[src/segment_tree_range_sum_core_assert.svh]
// Assertion macros shared by the segment tree range sum core.
// No dependencies; included by the controller and the datapath.
`ifndef SEGMENT_TREE_RANGE_SUM_CORE_ASSERT_SVH
`define SEGMENT_TREE_RANGE_SUM_CORE_ASSERT_SVH

// Plain property, checked outside reset.
`define SEGTR_ASSERT(label, clk, rstn, prop, msg) \
    label: assert property (@(posedge clk) disable iff (!(rstn)) prop) \
        else $error(msg);

// A condition in one cycle implies a consequence in the following cycle.
`define SEGTR_ASSERT_NEXT(label, clk, rstn, cond, conseq, msg) \
    label: assert property (@(posedge clk) disable iff (!(rstn)) (cond) |=> (conseq)) \
        else $error(msg);

`endif

[src/segtr_pkg.sv]
// Package for the segment tree range sum core: field widths, word layout,
// opcodes and the command and status groups between controller and datapath.
`timescale 1ns / 1ps

package segtr_pkg;

    localparam int POS_W     = 11;
    localparam int VAL_W     = 64;
    localparam int SUM_W     = 64;

    // Input word layout, lowest bit first.
    localparam int POS_LSB   = 0;
    localparam int VAL_LSB   = POS_LSB + POS_W;
    localparam int LEFT_LSB  = VAL_LSB + VAL_W;
    localparam int RIGHT_LSB = LEFT_LSB + POS_W;
    localparam int FIELDS_W  = RIGHT_LSB + POS_W;
    localparam int S_TDATA_W = ((FIELDS_W + 7) / 8) * 8;
    localparam int M_TDATA_W = ((SUM_W + 7) / 8) * 8;

    typedef enum logic {
        OP_SET   = 1'b0,
        OP_QUERY = 1'b1
    } op_t;

    typedef struct packed {
        logic clear_en;
        logic load_set;
        logic load_qry;
        logic elem_wr;
        logic upd_walk;
        logic qry_walk;
        logic qry_sub;
        logic lo_load;
        logic out_load;
    } cmd_t;

    typedef struct packed {
        logic clear_last;
        logic pos_ok;
        logic q_empty;
        logic idx_zero;
        logic idx_over;
    } sts_t;

endpackage

[src/segtr_ctrl.sv]
// Controller of the segment tree range sum core: clearing pass, item
// sequencing and the output valid flag. Uses segtr_pkg and the assert header.
`timescale 1ns / 1ps
`include "segment_tree_range_sum_core_assert.svh"

module segtr_ctrl (
    input  logic            aclk,
    input  logic            aresetn,
    input  logic            s_tvalid,
    output logic            s_tready,
    input  segtr_pkg::op_t  op,
    output logic            m_tvalid,
    input  logic            m_tready,
    output segtr_pkg::cmd_t cmd,
    input  segtr_pkg::sts_t sts
);

    import segtr_pkg::*;

    typedef enum logic [7:0] {
        ST_CLEAR     = 8'b0000_0001,
        ST_IDLE      = 8'b0000_0010,
        ST_SET_RD    = 8'b0000_0100,
        ST_SET_DELTA = 8'b0000_1000,
        ST_UPD_WALK  = 8'b0001_0000,
        ST_QRY_HI    = 8'b0010_0000,
        ST_QRY_LO    = 8'b0100_0000,
        ST_QRY_DONE  = 8'b1000_0000
    } state_t;

    state_t state_reg, state_next;
    logic   m_tvalid_reg, m_tvalid_next;
    logic   accept;

    assign s_tready = (state_reg == ST_IDLE);
    assign accept   = s_tvalid && s_tready;

    always_comb begin
        state_next = state_reg;
        cmd        = '0;
        unique case (state_reg)
            ST_CLEAR: begin
                cmd.clear_en = 1'b1;
                if (sts.clear_last) begin
                    state_next = ST_IDLE;
                end
            end
            ST_IDLE: begin
                if (accept) begin
                    if (op == OP_SET) begin
                        if (sts.pos_ok) begin
                            cmd.load_set = 1'b1;
                            state_next   = ST_SET_RD;
                        end
                    end else begin
                        cmd.load_qry = 1'b1;
                        state_next   = sts.q_empty ? ST_QRY_DONE : ST_QRY_HI;
                    end
                end
            end
            ST_SET_RD: begin
                state_next = ST_SET_DELTA;
            end
            ST_SET_DELTA: begin
                cmd.elem_wr = 1'b1;
                state_next  = ST_UPD_WALK;
            end
            ST_UPD_WALK: begin
                cmd.upd_walk = 1'b1;
                if (sts.idx_over) begin
                    state_next = ST_IDLE;
                end
            end
            ST_QRY_HI: begin
                cmd.qry_walk = 1'b1;
                if (sts.idx_zero) begin
                    cmd.lo_load = 1'b1;
                    state_next  = ST_QRY_LO;
                end
            end
            ST_QRY_LO: begin
                cmd.qry_walk = 1'b1;
                cmd.qry_sub  = 1'b1;
                if (sts.idx_zero) begin
                    state_next = ST_QRY_DONE;
                end
            end
            ST_QRY_DONE: begin
                if (!m_tvalid_reg || m_tready) begin
                    cmd.out_load = 1'b1;
                    state_next   = ST_IDLE;
                end
            end
            default: begin
                state_next = ST_CLEAR;
            end
        endcase
    end

    assign m_tvalid_next = (m_tvalid_reg && !m_tready) || cmd.out_load;

    always_ff @(posedge aclk) begin
        if (!aresetn) begin
            state_reg    <= ST_CLEAR;
            m_tvalid_reg <= 1'b0;
        end else begin
            state_reg    <= state_next;
            m_tvalid_reg <= m_tvalid_next;
        end
    end

    assign m_tvalid = m_tvalid_reg;

    `SEGTR_ASSERT(a_out_free, aclk, aresetn,
        !cmd.out_load || !m_tvalid_reg || m_tready,
        "segtr_ctrl: result loaded over a word not yet taken")
    `SEGTR_ASSERT_NEXT(a_bad_set_dropped, aclk, aresetn,
        accept && (op == OP_SET) && !sts.pos_ok,
        state_reg == ST_IDLE,
        "segtr_ctrl: set to an out-of-range position was not dropped")
    `SEGTR_ASSERT_NEXT(a_clear_done, aclk, aresetn,
        (state_reg == ST_CLEAR) && sts.clear_last,
        s_tready,
        "segtr_ctrl: input not opened after the clearing pass")

endmodule

[config.mk]
export PLATFORM = sky130hd
export DESIGN_NAME = segtr_ctrl
export DESIGN_NICKNAME = d
export VERILOG_FILES = /design/src/segtr_pkg.sv /design/src/segtr_ctrl.sv
export VERILOG_INCLUDE_DIRS = /design/src /design/src/src
export SDC_FILE = /design/constraint.sdc
export NUM_CORES = 1
export LEC_CHECK = 0
export BUFFER_PORTS_ARGS = -buffer_cell sky130_fd_sc_hd__buf_4
export CORE_AREA = 5 5 42 44
export CTS_BUF_LIST = sky130_fd_sc_hd__clkbuf_2 sky130_fd_sc_hd__clkbuf_4 sky130_fd_sc_hd__clkbuf_8
export DETAILED_ROUTE_END_ITERATION = 16
export DIE_AREA = 0 0 47 49
export PLACE_DENSITY = 0.71
export SLEW_MARGIN = 20
export SYNTH_ARGS = -nofsm -noshare
export SYNTH_HDL_FRONTEND = slang
export SYNTH_SLANG_ARGS = --single-unit
[constraint.sdc]
create_clock -name aclk -period 2.1 [get_ports aclk]
set_input_delay 0.21 -clock aclk [delete_from_list [all_inputs] [get_ports aclk]]
set_output_delay 0.21 -clock aclk [all_outputs]
set_load 0.05 [all_outputs]
== Word-level counts from Yosys, hierarchy flattened ==
Index checks and enable logic that the tools add are counted.

* Input bits: 10
* Output and inout bits: 11
* Flip-flop bits (word level): 9

* Reduce and logical (&&, ||, !) cells: 8
* Equality and inequality tests: 15
* Mux-type cells: 24

{| class="wikitable"
|+ Operator list
! kind !! number
|-
| 8-bit 2-to-1 mux || 9
|-
| 8-bit one-hot mux with 8 select lines || 1
|-
| 1-bit 2-to-1 mux || 12
|-
| 2-bit != test (second input constant) || 5
|-
| 8-bit by 1-bit == test with 1-bit output (second input constant) || 1
|-
| 8-bit by 2-bit == test with 1-bit output (second input constant) || 1
|-
| 8-bit by 3-bit == test with 1-bit output (second input constant) || 1
|-
| 8-bit by 4-bit == test with 1-bit output (second input constant) || 1
|-
| 8-bit by 5-bit == test with 1-bit output (second input constant) || 1
|-
| 8-bit by 6-bit == test with 1-bit output (second input constant) || 1
|-
| 8-bit by 7-bit == test with 1-bit output (second input constant) || 1
|-
| 8-bit == test (second input constant) || 1
|-
| 7-bit AND reduction || 1
|-
| 2-bit 2-to-1 mux || 2
|-
| 3-bit by 1-bit != test with 1-bit output (second input constant) || 1
|-
| 1-bit logical AND || 2
|-
| 1-bit zero test || 2
|-
| 1-bit logical OR || 2
|-
| 2-bit by 1-bit != test with 1-bit output (second input constant) || 1
|-
| 2-bit OR reduction || 1
|}

== Depth between registers and ports, before layout ==
Gate-level depths: netlist (run 1).

* Depth in word-level cells: 5
* Depth in mapped cells: 6
* Mapped depth without buffers: 5

== Worst setup path after synthesis (run 1) ==
Ideal clock, no wire load.

* Path kind: register to register
* Start point: register state_reg[6]
* End point: register state_reg[6]
* Path slack: -0.245 ns
* Cell stages (with the launch flop): 5
* Arrival time: 2.275 ns
* Period minus slack after synthesis: 2.345 ns
* Path through: dfxtp_1 or4_1 nor3_1 a21oi_1 nor2_1

* Longest elaborated chain between the ends: 4
* Elaborated cells between the ends (all ways): 18
* Classes of those cells: eq/ne: 15; mux: 1; reduce/logical: 2

{| class="wikitable"
|+ RTL lines
! item !! line !! RTL
|-
| start: declaration || segtr_ctrl.sv:31 || <nowiki>state_t state_reg, state_next;</nowiki>
|-
| start signal: assignment || segtr_ctrl.sv:107 || <nowiki>state_reg <= state_next;</nowiki>
|-
| 8-bit by 2-bit == test with 1-bit output || segtr_ctrl.sv:35, segtr_ctrl.sv:41 ||
|-
| 1-bit logical AND || segtr_ctrl.sv:36 || <nowiki>assign accept = s_tvalid && s_tready;</nowiki>
|-
| 2-bit by 1-bit != test with 1-bit output (no line) || - ||
|-
| 7-bit AND reduction (no line) || - ||
|}

Several ways; a longest one is shown, not always the timed one.
A chain may end at the register's enable or synchronous reset.

==> results of run 1 <==
[layer usage]
metal	GRT usage [%]	up-vias
li1	-	318
met1	21.43	285
met2	23.76	17
met3	3.690	2
met4	5.991	0
met5	0	-
[kinds of logic (layout without fill, tap and decap cells)]
logic type / after synthesis / after routing / share of synthesized area [%]
muxes: 1 / 1 / 1.706
xor gates and xnor gates: 2 / 2 / 2.986
buffers and inverters: 2 / 27 / 2.558
AOI/OAI and AO/OA: 11 / 11 / 11.51
and+or+nand+nor: 46 / 46 / 50.53
DFF: 9 / 9 / 30.70
[synth_stat cells, types with 2 or more instances]
| cell type | number | area [um^2] |
|---|---|---|
| a21oi_1 | 3 | 15.01 |
| and2_1 | 2 | 12.51 |
| and3_1 | 4 | 25.02 |
| and4b_1 | 2 | 20.02 |
| dfxtp_1 | 9 | 180.2 |
| nand2_1 | 4 | 15.01 |
| nand3_1 | 2 | 10.01 |
| nand4b_1 | 2 | 17.52 |
| nor2_1 | 13 | 48.80 |
| nor2b_1 | 2 | 12.51 |
| nor3_1 | 2 | 10.01 |
| nor3b_1 | 2 | 15.01 |
| o211ai_1 | 2 | 15.01 |
| o21ai_0 | 3 | 15.01 |
| or4_1 | 2 | 15.01 |
[report_power, final]
part           switching, mW  leakage (nW)  internal, mW
clock                 0.0654        0.0177        0.0703
sequential            0.0208        0.0745         0.181
combinational         0.0904         0.266        0.0699
[cell usage in the layout (no fill, tap or decap), drive strengths merged, types with 2 or more instances in the layout]
| master | Yosys | final |
|---|---|---|
| dfxtp | 9 | 9 |
| o21ai | 3 | 3 |
| nand2 | 4 | 4 |
| a21oi | 3 | 3 |
| and3 | 4 | 4 |
| and4b | 2 | 2 |
| nor3b | 2 | 2 |
| or4 | 2 | 2 |
| nor3 | 2 | 2 |
| nor2 | 13 | 13 |
| clkbuf | 0 | 3 |
| nor2b | 2 | 2 |
| and2 | 2 | 2 |
| nand4b | 2 | 2 |
| nand3 | 2 | 2 |
| buf | 1 | 22 |
| o211ai | 2 | 2 |
| nor4 | 2 | 2 |
[worst min path at each step]
stage                        from                         to  slack (ns)  cells after the start
final                     aresetn  state_reg[0]$_SDFFE_PN1P_        0.17                      2
after global routing      aresetn  state_reg[0]$_SDFFE_PN1P_        0.17                      2
after CTS                 aresetn  state_reg[0]$_SDFFE_PN1P_        0.16                      2
after detailed placement  aresetn  state_reg[0]$_SDFFE_PN1P_        0.44                      2
after global placement    aresetn  state_reg[0]$_SDFFE_PN1P_        0.44                      2
after floorplan           aresetn  state_reg[0]$_SDFFE_PN1P_        0.28                      1
[worst reg2reg max path, stage by stage, from the launching register on]
cell and delay [ns]:
dfxtp_1 0.38, or4_4 0.61, nor3_2 0.22, nand4b_1 0.23, nor2_1 0.12, and3_1 0.20
[repair_timing]
action                                  4_1_cts  5_1_grt
endpoints found under the hold margin         0        0
pin swaps                                     0        1
cloned                                        0        0
endpoints found under the setup margin        1        5
buffers inserted                              0        1
resized for setup                             1        9
[per-stage QoR]
stage / hold slack, ns / setup TNS (ns)
CTS: 0.1626 / 0
finish: 0.1690 / 0
detailed placement: 0.4432 / 0
global route: 0.1747 / -0.01634
floorplan: 0.2759 / 0
global placement: 0.4362 / 0
[area by class of cell]
cell class / instances / area share [%]
Clock buffer: 3 / 2.727
Clock inverter: 1 / 0.6061
Inverter: 1 / 0.4545
Multi-Input combinational cell: 60 / 51.06
Sequential cell: 9 / 22.27
Tap cell: 16 / 2.424
Timing Repair Buffer: 22 / 20.45
==> Implementation_results.wiki, run 1 <==
{| class="wikitable"
! Metric !! Value
|-
| Status || complete, no violations
|-
| Die Ht || slightly below 50 um
|-
| Horizontal die dimension || between 40 and 50 um
|-
| Power after layout || ~500 uW
|-
| Maxcap violations || 0
|-
| CTS sink count || 9
|-
| Syn-to-layout area delta || 40.72%
|-
| Number of rows created at floorplan || 14
|-
| Nets in the synthesized netlist || 81
|-
| Worst setup slack for register-to-register paths || 0.23 ns
|-
| Post-synth EDFFs || 0
|-
| Total via count after detailed routing || just over 600
|-
| VDD IR max || 0.2875 mV
|-
| CP endpoint kind || output pin
|-
| Final critical-path share of the clock period || a little over nine tenths
|-
| Crit. path cell count || 5
|-
| Vias in the first global route || between 600 and 700
|-
| Cell at the root of the clock tree || clkbuf_4
|-
| Aggregate global-route resource usage || between 15 and 20%
|-
| Wire per inst || 13.88 um
|-
| Gate Count Post-Synth || just over 70
|-
| CP Launch Type || register
|-
| Commonest register cell after synthesis || dfxtp_1
|-
| Final core utilization || 58.93%
|-
| Number of filler cells placed in the layout || roughly 130
|-
| Layout cell share with drive strength beyond 1 || 38.54%
|-
| Filler-free cell count of the finished design || between 100 and 150
|-
| Endpoint required time on the critical path || roughly 1.9 ns
|-
| Worst slew margin relative to its limit || slightly below 80%
|-
| Mean area per synthesized cell || between 8 and 9 um^2
|-
| Largest register FFs || 8
|-
| Post-DP Area || 758.2 um^2
|-
| Final period demand of the worst path || around 2.0 ns
|-
| Post-synthesis sequential element count || 9
|-
| Grt total ovfl || 0
|-
| First-iteration detailed-routing DRC count || 19
|-
| Uppermost signal routing layer after detailed routing || met4
|-
| Worst path setup slack after routing || 0.09990 ns
|-
| Number of routed nets with antenna violations || 0
|-
| Count of input and output buffers || 20
|-
| Clock Skew || between 0.007 and 0.008 ns
|-
| Cells along the critical path || nor4b_2, and2_4, nor2b_1, and3_1, buf_4
|-
| Via count normalized by instance count || ~5.6
|-
| Number of placed instances, taps included || roughly 110
|-
| Capture point of the critical path || cmd[7]
|-
| Power per unit of standard cell area || 602.6 nW/um^2
|-
| Number of distinct standard cells referenced by the synthesized netlist || 32
|-
| Critical Path Source || state_reg[1]$_SDFFE_PN0P_
|-
| Final hold viol count || 0
|-
| Antenna cell count || 0
|-
| Biggest fanout along the worst timing path || 8
|-
| Post-synthesis instance area || ~600 um^2
|-
| Maximum root-to-sink buffer count || 2
|-
| Endpoint of the worst register-to-register path || state_reg[2]$_SDFFE_PN0P_
|-
| Antenna violations before repair || 0
|-
| Total routed wirelength || ~1600 um
|-
| Leakage component of the power || ~0.36 nW
|-
| Critical path buffers and inverters || 1
|-
| Seq/Total Area, Yosys || a little under a third
|-
| CTS Hold Buffers Added || 0
|-
| Worst min-delay path class || in2reg
|-
| Worst-margin pin slew || 0.3295 ns
|-
| Worst reg2reg path startpoint || state_reg[6]$_SDFFE_PN0P_
|-
| Peak Freq || approximately 500 MHz
|-
| Critical path start-end classification || reg2out
|-
| Fraction of registers with async set or reset after synthesis || 0%
|-
| Clock-pin transition on the worst setup and hold timing paths || roughly 0.070 ns
|-
| Largest incremental delay on the critical path || approximately 0.48 ns
|-
| First-pass GRT wire length || ~2700 um
|-
| Worst Reg2Reg Path Length in Cells || 5
|-
| CTS Buf Count || 3
|-
| Sequential cell area || approximately 180 um^2
|-
| Warnings, synthesis || 0
|-
| Clk Latency, worst-skew pair || about 0.27 ns
|-
| Clock tree from TritonCTS || built
|-
| Endpoints failing setup || 0
|-
| Post-route met1 wirelength || slightly above 700 um
|-
| HPWL reported at the end of detailed placement || 1186 um
|-
| Core ar. || around 1400 um^2
|-
| Detailed-routing iteration count for the pre-antenna-repair pass || 4
|-
| Summed area of non-filler cells in the final layout || 825.8 um^2
|-
| Final layout net count || 107
|-
| Post-Place Setup Slack || 0.1324 ns
|-
| Met3 routed wirelength || 71 um
|-
| Pin count of the biggest net entering global routing || 9
|-
| Area occupied by multi-input gates || 421.7 um^2
|-
| # IOs || 21
|-
| Met2 layer wire length in the routed design || about 770 um
|-
| Count of unresolved DRC violations after routing || 0
|-
| CP max-delay cell || dfxtp_1
|-
| Die footprint || 2303 um^2
|-
| Maximum level of the CTS H-tree || 1
|-
| Initial core utilization || between 40% and 50%
|-
| Top Family by Delay on Critical Path || simple AND/OR/NAND/NOR gates
|-
| Max Slew Vio Count || 0
|-
| Placer congestion estimate || roughly 0.78
|-
| Critical Path AT || 1.79 ns
|}
(Power assumes the default switching activity.)
==> run 2, diff against run 1 <==
ABC_AREA = 1   (was default)
CORE_AREA = default   (was 5 5 42 44)
CORE_MARGIN = 5   (was default)
CORE_UTILIZATION = 49   (was default)
DIE_AREA = default   (was 0 0 47 49)
PLACE_DENSITY = 0.75   (was 0.71)
==> run 2 against run 1 <==
Against the previous run: critical path type unchanged; final cell count up 31%; die area up 1.5%; critical endpoint is now cmd[6]; cell area up 11%; global-route usage down 0.18 points; core utilization up 9.2 points; clock skew up 0.0010 ns.
==> Implementation_results.wiki, run 2 <==
{| class="wikitable"
! Metric !! Value
|-
| Total negative slack for setup checks || 0 ns (unchanged)
|-
| Mean area per synthesized cell || 6.673 um^2 (-19%)
|-
| Clock Skew || 0.008830 ns (+0.001022 ns)
|-
| Number of routed nets with antenna violations || 0 (unchanged)
|-
| Final core utilization || 68.12% (+9.2 points)
|-
| CP endpoint kind || output pin
|-
| Count leader, synth || nand2_1
|-
| Die footprint || 2338 um^2 (+1.5%)
|-
| Critical path buffers and inverters || 3 (+2)
|-
| Cells taking the most area after synthesis || dfxtp_1 (25%), nand2_1 (11%), inv_1 (9.4%)
|-
| Met2 demand-to-capacity share in global routing || 23.91% (+0.16 points)
|-
| Final hold viol count || 0 (unchanged)
|-
| Core ar. || 1350 um^2 (-3.7%)
|-
| Worst-margin pin slew || 0.2308 ns (-0.09869 ns)
|-
| First-iteration detailed-routing DRC count || 16 (-3)
|-
| Largest register FFs || 8 (unchanged)
|-
| Portion of total power attributed to combinational logic || 59.6% (+27 points)
|-
| Leakage component of the power || 0.5110 nW (+43%)
|-
| Aggregate global-route resource usage || 15.67% (-0.18 points)
|-
| Worst min-delay path class || in2reg
|-
| Top cell type's share of synthesized area || 25.00% (-5.7 points)
|-
| CTS Buf Count || 3 (unchanged)
|-
| VDD IR max || 0.5247 mV (+83%)
|-
| Simple-gate share of the synthesized area || 57.47% (+6.9 points)
|-
| Clock tree from TritonCTS || built
|-
| Post-DP Area || 889.6 um^2 (+17%)
|-
| Cell type with the highest aggregate area in the netlist || dfxtp_1
|-
| Net switching share of the total power || 49.44% (+14 points)
|-
| Nets in the synthesized netlist || 118 (+46%)
|-
| Setup repair after global routing missed its margin || no
|-
| Number of resized instances in the post-cts repair step || 0 (-1)
|-
| CTS Hold Buffers Added || 0 (unchanged)
|-
| Sequential cell area || 180.2 um^2 (-2.0%)
|-
| Busiest metal layer after global routing || met2
|-
| Fraction of registers with async set or reset after synthesis || 0% (unchanged)
|-
| Gate Count Post-Synth || 108 (+52%)
|-
| Relative contribution of sequential cells to total power || 23.3% (-17 points)
|-
| Max Slew Vio Count || 0 (unchanged)
|-
| Xor-xnor portion of the synthesized cell area || 0% (-3.0 points)
|-
| # IOs || 21 (unchanged)
|-
| Cell at the root of the clock tree || clkbuf_4
|-
| Total via count after detailed routing || 711 (+14%)
|-
| Placer congestion estimate || 0.8635 (+10%)
|-
| Pin count of the biggest net entering global routing || 9 (unchanged)
|-
| CP max-delay cell || dfxtp_1
|-
| Power per unit of standard cell area || 1001 nW/um^2 (+66%)
|-
| Clk Latency, worst-skew pair || 0.27 ns (about the same)
|-
| Worst slew margin relative to its limit || 84.55% (+6.7 points)
|-
| CTS sink count || 9 (unchanged)
|-
| Cells along the critical path || inv_2, nand2_4, nor2_8, nand2_1, inv_2, nand2_1, nor2_1, buf_4
|-
| Antenna cell count || 0 (unchanged)
|-
| Maximum level of the CTS H-tree || 1 (unchanged)
|-
| Clock-pin transition on the worst setup and hold timing paths || 0.07 ns (about the same)
|-
| Summed area of non-filler cells in the final layout || 919.6 um^2 (+11%)
|-
| Count of unresolved DRC violations after routing || 0 (unchanged)
|-
| Number of filler cells placed in the layout || 126 (-0.79%)
|-
| Critical Path AT || 1.43 ns (-0.36 ns)
|-
| Met1 track utilization from global routing || 17.50% (-3.9 points)
|-
| Main combinational cell family by area after synthesis || simple AND/OR/NAND/NOR gates
|-
| Via count normalized by instance count || 4.837 (-13%)
|-
| Warnings, synthesis || 0 (unchanged)
|-
| Critical path start-end classification || reg2out
|-
| Count of input and output buffers || 20 (unchanged)
|-
| Total routed wirelength || 1653 um (+6.3%)
|-
| Grt total ovfl || 0 (unchanged)
|-
| Area occupied by multi-input gates || 439.2 um^2 (+4.2%)
|-
| Peak Freq || 609.5 MHz (+22%)
|-
| Post-Place Setup Slack || 0.7495 ns (+0.6171 ns)
|-
| Power after layout || 920.2 uW (+85%)
|-
| Layout cell share with drive strength beyond 1 || 41.67% (+3.1 points)
|-
| Post-synthesis compound-gate area fraction || 3.472% (-8.0 points)
|-
| Number of rows created at floorplan || 13 (-1)
|-
| Syn-to-layout area delta || 27.60%
|-
| Status || complete, no violations
|-
| CP Launch Type || register
|-
| Detailed-routing iteration count for the pre-antenna-repair pass || 4 (unchanged)
|-
| Wire per inst || 11.24 um (-19%)
|-
| First-pass GRT wire length || 2911 um (+7.4%)
|-
| Internal power || 465.2 uW (+45%)
|-
| Most used standard cells in the synthesized netlist || nand2_1 (22), inv_1 (18), nor2_1 (13)
|-
| Arithmetic-cell share of the synthesized area counting full adders, half adders and majority gates || 0% (unchanged)
|-
| Top Family by Delay on Critical Path || simple AND/OR/NAND/NOR gates
|-
| Largest incremental delay on the critical path || 0.32 ns (-0.16 ns)
|-
| Die Ht || 48.35 um (-1.3%)
|-
| Maximum root-to-sink buffer count || 2 (unchanged)
|-
| Final layout net count || 143 (+34%)
|-
| HPWL reported at the end of detailed placement || 1356 um (+14%)
|-
| Initial core utilization || 53.38% (+12 points)
|-
| Switching power of the nets || 455.0 uW (+160%)
|-
| Endpoint required time on the critical path || 1.89 ns (about the same)
|-
| Vias in the first global route || 716 (+15%)
|-
| Seq/Total Area, Yosys || 25.00% (-5.7 points)
|-
| Final critical-path share of the clock period || 78.12% (-17 points)
|-
| Post-synthesis instance area || 720.7 um^2 (+23%)
|-
| Horizontal die dimension || 48.35 um (+2.9%)
|-
| Post-synth EDFFs || 0 (unchanged)
|-
| Clock power frac || 17.1% (-10 points)
|-
| Met3 Resource Use GR || 6.422% (+2.7 points)
|-
| Post-synthesis sequential element count || 9 (unchanged)
|-
| Antenna violations before repair || 0 (unchanged)
|-
| Proportion of synthesized area in mux cells || 0% (-1.7 points)
|-
| Post-CTS setup-driven buffer insertion count || 0 (unchanged)
|-
| Commonest register cell after synthesis || dfxtp_1
|-
| Number of distinct standard cells referenced by the synthesized netlist || 17 (-47%)
|-
| Maxcap violations || 0 (unchanged)
|-
| Biggest fanout along the worst timing path || 7 (-1)
|-
| Most frequent standard cell in the layout excluding fill and tap cells || nand2_1
|-
| Final period demand of the worst path || 1.641 ns (-0.3595 ns)
|-
| Endpoints failing setup || 0 (unchanged)
|-
| Highest-count cells in the layout ignoring fill and taps || nand2_1 (22), buf_4 (20), inv_1 (18)
|-
| Worst path setup slack after routing || 0.4594 ns (+0.3595 ns)
|}
## run 2: worst paths after layout
kind	startpoint	to	slack, ns	cells past startpoint
setup / recovery	state_reg[7]$_SDFFE_PN0P_	cmd[6]	0.46	8
hold / removal	aresetn	state_reg[0]$_SDFFE_PN1P_	0.18	2
setup reg to reg	state_reg[5]$_SDFFE_PN0P_	state_reg[1]$_SDFFE_PN0P_	0.77	10
hold reg to reg	state_reg[3]$_SDFFE_PN0P_	state_reg[4]$_SDFFE_PN0P_	0.53	2
## run 2: per-layer routing
layer  vias up  part of all wire [%]
li1        370                     -
met2        22                    47
met4         0                   3.1
met1       312                    42
met5         -                     0
met3         7                   7.9
## run 2: area by class of cell
class                   count  share of cell area (%)
clock buffers               4                   3.265
flip-flops and latches      9                   19.59
multi-input cells          72                   47.76
inverters                  27                   11.02
repair buffers             20                   16.33
well taps                  15                   2.041
## run 2: power groups by stage
stage | clock, mW | sequential, mW | combinational, mW
after global routing | 0.163 | 0.218 | 0.604
after CTS | 0.156 | 0.215 | 0.551
after detailed placement | 0 | 0.219 | 0.546
after global placement | 0 | 0.217 | 0.545
final | 0.157 | 0.215 | 0.548
after floorplan | 0 | 0.216 | 0.437
## run 2: cell families after synthesis
logic type             count (synthesis)
flip-flops                             9
AND/OR/NAND/NOR                       67
buffers and inverters                 27
AO/OA/AOI/OAI                          5
## run 2: through the flow
stage               cells  hold WS, ns
global route          147       0.1878
finish                147       0.1841
CTS                   147       0.1869
floorplan             108       0.2941
detailed placement    143       0.4644
global placement      143       0.4660
